$ cat config.mk
export PLATFORM = sky130hd
export DESIGN_NAME = gcp_fifo
export DESIGN_NICKNAME = d
export VERILOG_FILES = /design/src/hw/rtl/gcp_pkg.sv /design/src/hw/rtl/gcp_fifo.sv
export SDC_FILE = /design/constraint.sdc
export NUM_CORES = 1
export LEC_CHECK = 0
export BUFFER_PORTS_ARGS = -buffer_cell sky130_fd_sc_hd__buf_2
export CAP_MARGIN = 20
export CORE_MARGIN = 2
export CORE_UTILIZATION = 51
export CTS_CLUSTER_DIAMETER = 200
export CTS_CLUSTER_SIZE = 10
export DETAILED_ROUTE_END_ITERATION = 10
export PLACE_DENSITY = 0.78
export SLEW_MARGIN = 20
export SYNTH_ARGS = -nofsm -noshare
export SYNTH_HDL_FRONTEND = slang
export SYNTH_SLANG_ARGS = --single-unit
export TNS_END_PERCENT = 50
$ cat constraint.sdc
create_clock -name clk -period 2.91 [get_ports clk]
set_clock_uncertainty 0.2 [all_clocks]
set_input_delay 0 -clock clk [delete_from_list [all_inputs] [get_ports clk]]
set_output_delay 0 -clock clk [all_outputs]
set_load 0.02 [all_outputs]
$ cat src/hw/rtl/gcp_pkg.sv
`timescale 1ns / 1ps
// ----------------------------------------------------------------------------
// gcp_pkg: shared types and constants of the gain, clip and PCM encoder
// Field widths, register indexes, depth and container codes, and the queue
// entry that passes a quantized word from the front end to the serializer.
// ----------------------------------------------------------------------------
package gcp_pkg;

  localparam int SAMPLE_W = 32;
  localparam int GAIN_W   = 24;
  localparam int WORD_W   = 32;
  localparam int BYTE_W   = 8;

  // Register indexes on the configuration port.
  typedef enum logic [1:0] {
    REG_GAIN        = 2'd0,
    REG_CONTAINER   = 2'd1,
    REG_DEPTH_CODE  = 2'd2,
    REG_UNUSED      = 2'd3
  } reg_index_t;

  typedef enum logic [1:0] {
    DEPTH_8  = 2'd0,
    DEPTH_16 = 2'd1,
    DEPTH_24 = 2'd2,
    DEPTH_32 = 2'd3
  } depth_t;

  typedef enum logic {
    CONT_WAV  = 1'b0,
    CONT_AIFF = 1'b1
  } container_t;

  localparam logic [GAIN_W-1:0] GAIN_RESET = 24'd65536;

  // Full-scale factors are all 2^n - 1, so m*K is (m << n) - m.
  localparam int SHIFT_WAV8  = 8;
  localparam int SHIFT_AIFF8 = 7;
  localparam int SHIFT_16    = 15;
  localparam int SHIFT_24    = 23;
  localparam int SHIFT_32    = 31;
  localparam int MAX_SHIFT   = 31;

  // Queue between front end and serializer.
  localparam int QDEPTH = 2;
  localparam int QPTR_W = 1;
  localparam int QCNT_W = 2;

  typedef struct packed {
    logic [WORD_W-1:0] word;
    depth_t            depth;
    container_t        cont;
  } entry_t;

endpackage

$ cat src/hw/rtl/gcp_fifo.sv
`timescale 1ns / 1ps
// ----------------------------------------------------------------------------
// gcp_fifo: two-entry queue between front end and serializer
// Lets the quantizer run ahead while the serializer is still sending bytes.
// ----------------------------------------------------------------------------
module gcp_fifo (
  input  logic            clk,
  input  logic            rst,
  input  logic            wr_valid,
  output logic            wr_ready,
  input  gcp_pkg::entry_t wr_ent,
  output logic            rd_valid,
  input  logic            rd_ready,
  output gcp_pkg::entry_t rd_ent
);

  gcp_pkg::entry_t mem [gcp_pkg::QDEPTH];
  logic [gcp_pkg::QPTR_W-1:0] wr_ptr, rd_ptr;
  logic [gcp_pkg::QCNT_W-1:0] count;
  logic push, pop;

  assign wr_ready = (count != gcp_pkg::QCNT_W'(gcp_pkg::QDEPTH));
  assign rd_valid = (count != '0);
  assign push     = wr_valid && wr_ready;
  assign pop      = rd_valid && rd_ready;
  assign rd_ent   = mem[rd_ptr];

  always_ff @(posedge clk) begin
    if (push) begin
      mem[wr_ptr] <= wr_ent;
    end
  end

  always_ff @(posedge clk) begin
    if (rst) begin
      wr_ptr <= '0;
      rd_ptr <= '0;
      count  <= '0;
    end else begin
      if (push) begin
        wr_ptr <= wr_ptr + 1'b1;
      end
      if (pop) begin
        rd_ptr <= rd_ptr + 1'b1;
      end
      case ({push, pop})
        2'b10:   count <= count + 1'b1;
        2'b01:   count <= count - 1'b1;
        default: count <= count;
      endcase
    end
  end

  a_ptr_match: assert property (@(posedge clk) disable iff (rst)
    ((count == '0) || (count == gcp_pkg::QCNT_W'(gcp_pkg::QDEPTH))) |-> (wr_ptr == rd_ptr))
    else $error("queue pointers disagree with the fill count");

endmodule

==> flow_summary.toml <==
[setup_path]
r2r-start = "count[0]"
critPathLaunch = "count[0]"
path_class = "reg -> reg"
crit_arrival_ps = 1700
cp_slowest_cell = "and3_2"
worstSetupStartpointType = "register"
path_max_fanout = 35
worstSetupEndpointType = "register"
worst_r2r_path_depth = 2
max_stage_delay_ps = 750
crit_chain = "nand2b_1 > and3_2"
critPathRequiredTime_ps = 2660
rrSetupSlack_ps = 950
timing.rr.end = "mem[1][4]"

[global_route]
track_usage = 0.175
antenna_found_initial = 0
grt_pass1_wl_mm = 7.80
grt_max_degree = 36
grt_pass1_vias = 1681
globalRouteOverflowTotal = 0

[timing]
tns_ps = 0
period_needed_ps = 1960
clock.fmax_mhz = 511
relSlewSlack = 0.455
tightest_slew_ps = 818
setup_viol = 0
fin_crit_sh = 0.672
holdWs_ps = 192
rsz0062_at_grt = "false"
final-hold-violation-count = 0
setup_ws_ps = 955
drv_slew = 0

[pwr]
pwr-share-comb = 0.324
switchingPower_w = 0.000945
peakVddDrop_v = 0.000602
power_w = 0.00303
p_seq_frac = 0.466
p_per_area_nw_per_um2 = 811
switching_share = 0.312
power.internal_w = 0.00208
p_clk_frac = 0.210
leakage_nw = 1.42

[placement]
post-place-ws_ps = 959
numPortBuffers = 75
dp_hpwl_mm = 2.95
gp_congestion = 0.687

[clocking]
worstSkewPairLatency_ps = 320
cts-root-buf = "clkbuf_8"
ctsLongestPathBuffers = 2
cts_tree = "done"
clkSlewWorstSetupHoldPaths_ps = 70
numCtsBuffers = 9
htreeDepth = 3
post_cts_resized = 0
cts.sinks = 75

[layout]
drive_above_1_share = 0.485
final_nets = 295
n_antenna_cell = 0
fillers = 363
syn_to_final_growth_pct = 36.2

[job]
cap_violations = 0

[yosys]
yosysSeqAreaShare = 0.804
synth_cell_type_count = 19
syn_inst = 133
synth.top_cells.by_area = "edfxtp_1 (77%), mux2_2 (14%), dfxtp_1 (3.7%)"
ys_ff_latch = 75
syn_avg_cell_area_sq_um = 20.6
yosysWarnings = 0
synth.top_cell.area_share = 0.767
synthFlopType = "edfxtp_1"
async_flop_share = 0
synth_top_area_cell = "edfxtp_1"
syn-num-nets = 173
syn_area_sq_um = 2740
synth-edff-count = 70

[drt]
post-route-drc-count = 0
wl_per_cell_microns = 15.3
drt_iter0_drc = 98
wl_mm = 5.04
first_pass_iters = 4
ant_nets = 0
vias_per_cell = 4.81
vias = 1588

[outcome]
status = "finished clean"

[worst_hold_path]
worstHoldPathType = "in -> reg"
min_to = "mem[0][23]"
hold_depth = 2
hold_start = "wr_ent[23]"

[floorplanning]
rows = 26
fp.dieW_microns = 77.3
die-area_sq_um = 5970
design.core.area_sq_um = 5140
fp.dieH_microns = 77.3
ioPinCount = 76
initial_core_util = 0.533
==> timing repair <==
item / 4_1_cts / 5_1_grt
buffers inserted: 0 / 0
endpoints found under the hold margin: 75 / 0
hold buffers: 38 / 0
==> power by group through the flow <==
stage | logic, W | registers [W] | clock network [W]
final | 0.000980 | 0.00141 | 0.000635
after global routing | 0.00105 | 0.00143 | 0.000696
after CTS | 0.000988 | 0.00141 | 0.000644
after detailed placement | 0.000947 | 0.00144 | 0
after global placement | 0.000938 | 0.00142 | 0
after floorplan | 0.000671 | 0.00142 | 0
==> worst max-delay path by stage <==
stage                       endpoint  slack [ps]
after detailed placement  mem[1][32]         960
after CTS                  mem[1][4]         950
after floorplan            mem[1][0]         670
after global routing      mem[1][16]         840
after global placement    mem[1][32]         990
final                      mem[1][4]         950
==> registers in the layout, summed over array words and instances (netlist names), named ones only <==
signal and cells:
rd_ptr 1, count 2, wr_ptr 1, mem 70
==> worst max-delay path, delay by kind of cell, from the launching register on <==
kind,cells,cell delay (ps)
DFF,1,410
and+or+nand+nor,2,950
==> layer usage <==
layer	up-vias	track usage	part of all wire
met3	6	0.0459	0.038
met1	777	0.179	0.37
met2	44	0.327	0.58
met5	-	0	0
met4	0	0.0857	0.018
li1	761	-	-
==> area by class of cell <==
cell class	count	area, sq um	area share
clock buffer	12	135	0.0362
clock inverter	4	17.5	0.00469
inverter	1	3.75	0.00101
multi-input combinational	53	514	0.138
sequential	75	2200	0.590
tap	70	87.6	0.0235
timing repair buffer	115	771	0.207
==> metrics by stage <==
stage / util / instance area (sq um) / cells
2_1_floorplan: - / 2740 / 133
5_1_grt: 0.726 / 3730 / 330
6_report: 0.726 / 3730 / 330
3_3_place_gp: 0.622 / 3200 / 276
4_1_cts: 0.726 / 3730 / 330
3_5_place_dp: 0.622 / 3200 / 276
==> synth_stat cells, drive strengths merged, types with 2 or more instances <==
cell type	number
edfxtp	70
mux2	35
dfxtp	5
buf	4
nor2	3
a21oi	2
xnor2	2
==> logic make-up after synthesis <==
family                   Yosys count  share of synthesized area
XOR/XNOR                           3                    0.00960
flip-flops                        75                      0.804
AND/OR/NAND/NOR                    9                     0.0174
adder cells (fa/ha/maj)            1                    0.00457
buffers and inverters              5                    0.00868
AO/OA/AOI/OAI                      5                     0.0119
multiplexers                      35                      0.144
==> cell usage in the layout (no fill, tap or decap), types with 2 or more instances in the layout <==
cell / Yosys / routed
clkbuf_1: 0 / 3
clkbuf_8: 0 / 9
buf_4: 0 / 2
xnor2_1: 2 / 2
edfxtp_1: 70 / 70
buf_2: 4 / 75
dfxtp_1: 5 / 5
nor2_1: 3 / 3
dlygate4sd3_1: 0 / 38
clkinv_1: 0 / 2
clkinv_2: 0 / 2
a21oi_1: 2 / 2
mux2_2: 35 / 35
(Power assumes the default switching activity.)
