<file path="src/hw/rtl/gcp_pkg.sv">
`timescale 1ns / 1ps
// ----------------------------------------------------------------------------
// gcp_pkg: shared types and constants of the gain, clip and PCM encoder
// Field widths, register indexes, depth and container codes, and the queue
// entry that passes a quantized word from the front end to the serializer.
// ----------------------------------------------------------------------------
package gcp_pkg;

  localparam int SAMPLE_W = 32;
  localparam int GAIN_W   = 24;
  localparam int WORD_W   = 32;
  localparam int BYTE_W   = 8;

  // Register indexes on the configuration port.
  typedef enum logic [1:0] {
    REG_GAIN        = 2'd0,
    REG_CONTAINER   = 2'd1,
    REG_DEPTH_CODE  = 2'd2,
    REG_UNUSED      = 2'd3
  } reg_index_t;

  typedef enum logic [1:0] {
    DEPTH_8  = 2'd0,
    DEPTH_16 = 2'd1,
    DEPTH_24 = 2'd2,
    DEPTH_32 = 2'd3
  } depth_t;

  typedef enum logic {
    CONT_WAV  = 1'b0,
    CONT_AIFF = 1'b1
  } container_t;

  localparam logic [GAIN_W-1:0] GAIN_RESET = 24'd65536;

  // Full-scale factors are all 2^n - 1, so m*K is (m << n) - m.
  localparam int SHIFT_WAV8  = 8;
  localparam int SHIFT_AIFF8 = 7;
  localparam int SHIFT_16    = 15;
  localparam int SHIFT_24    = 23;
  localparam int SHIFT_32    = 31;
  localparam int MAX_SHIFT   = 31;

  // Queue between front end and serializer.
  localparam int QDEPTH = 2;
  localparam int QPTR_W = 1;
  localparam int QCNT_W = 2;

  typedef struct packed {
    logic [WORD_W-1:0] word;
    depth_t            depth;
    container_t        cont;
  } entry_t;

endpackage

</file>
<file path="src/hw/rtl/gcp_back.sv">
`timescale 1ns / 1ps
// ----------------------------------------------------------------------------
// gcp_back: byte serializer
// Sends the bytes of each quantized word in container order, one a cycle
// while the receiver takes them, through an output register; marks the final byte.
// ----------------------------------------------------------------------------
module gcp_back (
  input  logic                        clk,
  input  logic                        rst,
  input  logic                        q_valid,
  output logic                        q_ready,
  input  gcp_pkg::entry_t             q_ent,
  output logic                        out_valid,
  input  logic                        out_ready,
  output logic [gcp_pkg::BYTE_W-1:0]  out_byte,
  output logic                        last_byte
);

  gcp_pkg::entry_t cur;
  logic            cur_valid;
  logic [1:0]      idx;

  logic       emit, last_c, load;
  logic [1:0] pos;
  logic [gcp_pkg::BYTE_W-1:0] byte_c;

  assign emit    = cur_valid && (!out_valid || out_ready);
  assign last_c  = (idx == cur.depth);
  assign q_ready = !cur_valid || (emit && last_c);
  assign load    = q_valid && q_ready;
  assign pos     = (cur.cont == gcp_pkg::CONT_AIFF) ? (cur.depth - idx) : idx;
  assign byte_c  = cur.word[{pos, 3'b000} +: gcp_pkg::BYTE_W];

  always_ff @(posedge clk) begin
    if (rst) begin
      cur_valid <= 1'b0;
      out_valid <= 1'b0;
      idx       <= '0;
    end else begin
      if (emit) begin
        out_valid <= 1'b1;
        out_byte  <= byte_c;
        last_byte <= last_c;
      end else if (out_ready) begin
        out_valid <= 1'b0;
      end
      if (load) begin
        idx <= '0;
      end else if (emit) begin
        idx <= idx + 1'b1;
      end
      if (load) begin
        cur       <= q_ent;
        cur_valid <= 1'b1;
      end else if (emit && last_c) begin
        cur_valid <= 1'b0;
      end
    end
  end

  a_idx_range: assert property (@(posedge clk) disable iff (rst)
    cur_valid |-> (idx <= cur.depth))
    else $error("byte index ran past the sample depth");

  a_last_clears: assert property (@(posedge clk) disable iff (rst)
    (emit && last_c && !q_valid) |=> !cur_valid)
    else $error("serializer kept a finished word");

endmodule

</file>
<file path="config.mk">
export PLATFORM = sky130hd
export DESIGN_NAME = gcp_back
export DESIGN_NICKNAME = d
export VERILOG_FILES = /design/src/hw/rtl/gcp_pkg.sv /design/src/hw/rtl/gcp_back.sv
export SDC_FILE = /design/constraint.sdc
export NUM_CORES = 1
export LEC_CHECK = 0
export BUFFER_PORTS_ARGS = -buffer_cell sky130_fd_sc_hd__buf_2
export CELL_PAD_IN_SITES_DETAIL_PLACEMENT = 1
export CELL_PAD_IN_SITES_GLOBAL_PLACEMENT = 2
export CORE_MARGIN = 2
export CORE_UTILIZATION = 37
export DETAILED_ROUTE_END_ITERATION = 10
export PLACE_DENSITY_LB_ADDON = 0.2
export SLEW_MARGIN = 40
export SYNTH_ARGS = -nofsm -noshare
export SYNTH_HDL_FRONTEND = slang
export SYNTH_SLANG_ARGS = --single-unit
</file>
<file path="constraint.sdc">
create_clock -name clk -period 5.1 [get_ports clk]
set_input_delay 1.275 -clock clk [delete_from_list [all_inputs] [get_ports clk]]
set_output_delay 1.275 -clock clk [all_outputs]
set_load 0.02 [all_outputs]
</file>
==> metrics.md <==
| Metric | Value |
|---|---|
| WL/cell | `16.0 µm` |
| Maximum vdd drop | `0.176 mV` |
| Crit Path Category | `in -> out` |
| Syn Area/Cell | `22.0 µm²` |
| Setup TNS | `0 ps` |
| Share of cells above drive strength 1 | `0.449` |
| Comb pwr share | `0.089` |
| F_max | `about 300 MHz` |
| Switching share of power | `0.211` |
| Fill cells | `roughly 470` |
| Pins Over Slew Limit | `0` |
| Seq pwr share | `0.625` |
| Clk root buf | `clkbuf_8` |
| Mapped Nets | `121` |
| Max cap viols | `0` |
| Fin. Hold Viols | `0` |
| Yosys warns | `0` |
| # placed instances | `~190` |
| Final HPWL DP | `between 2000 and 2500 µm` |
| Post-CTS Resized | `0` |
| Via count | `~930` |
| Fin util | `0.470` |
| Non-filler cells, final | `192` |
| Gpl congestion | `between 0.6 and 0.7` |
| Reg-to-reg setup timing slack | `just under 3000 ps` |
| Core Region | `around 4700 µm²` |
| Sequential fraction of the synthesis area | `0.788` |
| GRT overflow | `0` |
| Die Y | `73.3 µm` |
| Area growth syn-to-layout | `24.1%` |
| Startpoint types | `input port` |
| Total GRT Usage | `0.127` |
| Number of H-tree levels | `2` |
| Largest net degree at the start of global routing | `20` |
| Final Cell Area | `approximately 2200 µm²` |
| Sequential Area | `1400 µm²` |
| Footprint of the multi-input gates | `between 300 and 400 µm²` |
| Post-synth EDFFs | `44` |
| Number of DRC markers in iteration 0 | `27` |
| Post-DRT Antenna Nets | `0` |
| Required time worst endpoint | `between 3000 and 4000 ps` |
| Die W | `roughly 73 µm` |
| Drc violations | `0` |
| RSZ-0062 raised after global routing | `false` |
| Sw power | `0.154 mW` |
| CTS Buf Count | `5` |
| Diodes inserted | `0` |
| Yosys top cell by area | `edfxtp_1` |
| Internal power | `0.577 mW` |
| CTS tree | `yes` |
| Status | `complete, no violations` |
| Tmin final | `around 3300 ps` |
| Vias in the first global route | `between 1k and 1.5k` |
| Fin crit share | `0.647` |
| Distinct cells, synth | `19` |
| Lkg Pwr | `between 0.8 and 0.9 nW` |
| Slew HR | `0.626` |
| Hold crit path type | `reg -> reg` |
| Worst Setup End Kind | `output pin` |
| Via density | `4.86` |
| Yosys top cell area share | `0.743` |
| Initial core utilization | `0.379` |
| Cell area after synthesis | `between 1500 and 2000 µm²` |
| Final wirelength | `3080 µm` |
| Clock Pin Slew Worst Setup and Hold Paths | `roughly 80 ps` |
| Number of placement rows | `25` |
| Io pins | `50` |
| Synth area leaders | `edfxtp_1, mux4_1, dfxtp_1` |
| Flops & latches, synth | `between 40 and 50` |
| Asr flop ratio synth | `0` |
| First-pass GRT wire length | `about 4900 µm` |
| CTS max path bufs | `2` |
| Prevailing post-synth register cell | `edfxtp_1` |
| Setup Viol. Count Final | `0` |
| Worst-Skew Late Latency | `around 290 ps` |
| Post-Syn Instances | `about 80` |
| Setup Buffers After CTS | `0` |
| Die ar. | `~5400 µm²` |
| Final hold slack | `approximately 520 ps` |
| P per Cell Area | `around 330 nW/µm²` |
| Worst Path Arrival | `2020 ps` |
| First-pass iteration count of the detailed router | `4` |
| Clock Sinks | `48` |
| Clock share of power | `0.286` |
| Placed inst area | `~2100 µm²` |
| Cts hold-fix bufs | `0` |
| Initial antenna violation count | `0` |
| CP max FO | `4` |
| IO buf count | `49` |
| Slew @ Worst Pin | `around 560 ps` |
| Clock Skew | `approximately 5.2 ps` |
| Final #Nets | `between 150 and 200` |
==> metal layers <==
metal	routed length [µm]	part of all wire	global-route usage	vias to the layer above
met3	137	0.044	0.0343	5
met1	1250	0.41	0.145	461
met2	1640	0.53	0.224	31
met4	48	0.016	0.0545	0
met5	0	0	0	-
li1	-	-	-	437
==> power groups by stage <==
| stage | registers (mW) | clock network, mW | logic (mW) |
|---|---|---|---|
| floorplan | 0.470 | 0 | 0.0308 |
| global placement | 0.465 | 0 | 0.0612 |
| detailed placement | 0.467 | 0 | 0.0662 |
| CTS | 0.457 | 0.214 | 0.0664 |
| global route | 0.459 | 0.231 | 0.0716 |
| finish | 0.457 | 0.209 | 0.0648 |
==> synthesized netlist by cell type (2+ instances only) <==
cell type,number
edfxtp_1,44
mux4_1,8
dfxtp_1,4
inv_1,3
nor2_1,3
xor2_1,3
nand2_1,2
nor2b_1,2
nor3_1,2
==> layout by cell type (no fill, tap or decap), types with 2 or more instances in the layout <==
| master | synthesis | layout |
|---|---|---|
| edfxtp_1 | 44 | 44 |
| nor3_1 | 2 | 2 |
| dfxtp_1 | 4 | 4 |
| nor2_1 | 3 | 2 |
| nand2_1 | 2 | 2 |
| buf_2 | 0 | 49 |
| mux4_1 | 8 | 8 |
| clkbuf_8 | 0 | 5 |
| xor2_1 | 3 | 3 |
| inv_1 | 3 | 3 |
==> worst paths after layout <==
check | startpoint | endpoint | depth (start not counted)
worst max-delay path | out_ready | q_ready | 5
worst min-delay path | cur_valid$_SDFFE_PP0P_ | out_valid$_SDFFE_PP0P_ | 2
worst max register to register | idx[0]$_SDFFE_PP0P_ | cur[15]$_DFFE_PP_ | 5
worst min register to register | cur_valid$_SDFFE_PP0P_ | out_valid$_SDFFE_PP0P_ | 2
==> state kept, by name, summed over array words and instances, names as in the netlist <==
| register | cells |
|---|---|
| cur_valid | 1 |
| cur | 35 |
| out_byte | 8 |
| out_valid | 1 |
| last_byte | 1 |
| idx | 2 |
==> worst max-delay path, stage by stage <==
cell	delay [ps]
buf_2	90
nand2b_1	190
a31oi_2	250
inv_1	60
buf_2	150
==> kinds of logic after synthesis <==
group / Yosys count / synth area share
compound gates: 3 / 0.0148
xor+xnor: 5 / 0.0289
fa+ha+maj: 1 / 0.00704
buf+inv: 3 / 0.00633
flops: 48 / 0.788
mux: 8 / 0.118
simple gates: 13 / 0.0366
==> metrics by stage <==
step                total power [mW]  setup slack, ps
detailed placement             0.533             1800
global placement               0.527             1820
global route                   0.761             1700
finish                         0.731             1800
CTS                            0.738             1790
floorplan                      0.501             1330
==> layout make-up <==
class                           instances  area share
Sequential cell                        48       0.635
Multi-Input combinational cell         30       0.170
Timing Repair Buffer                   50       0.124
Clock buffer                            6      0.0329
Tap cell                               54      0.0306
Inverter                                3     0.00510
Clock inverter                          1     0.00227
Note: power is estimated with default switching activity, not from simulation.
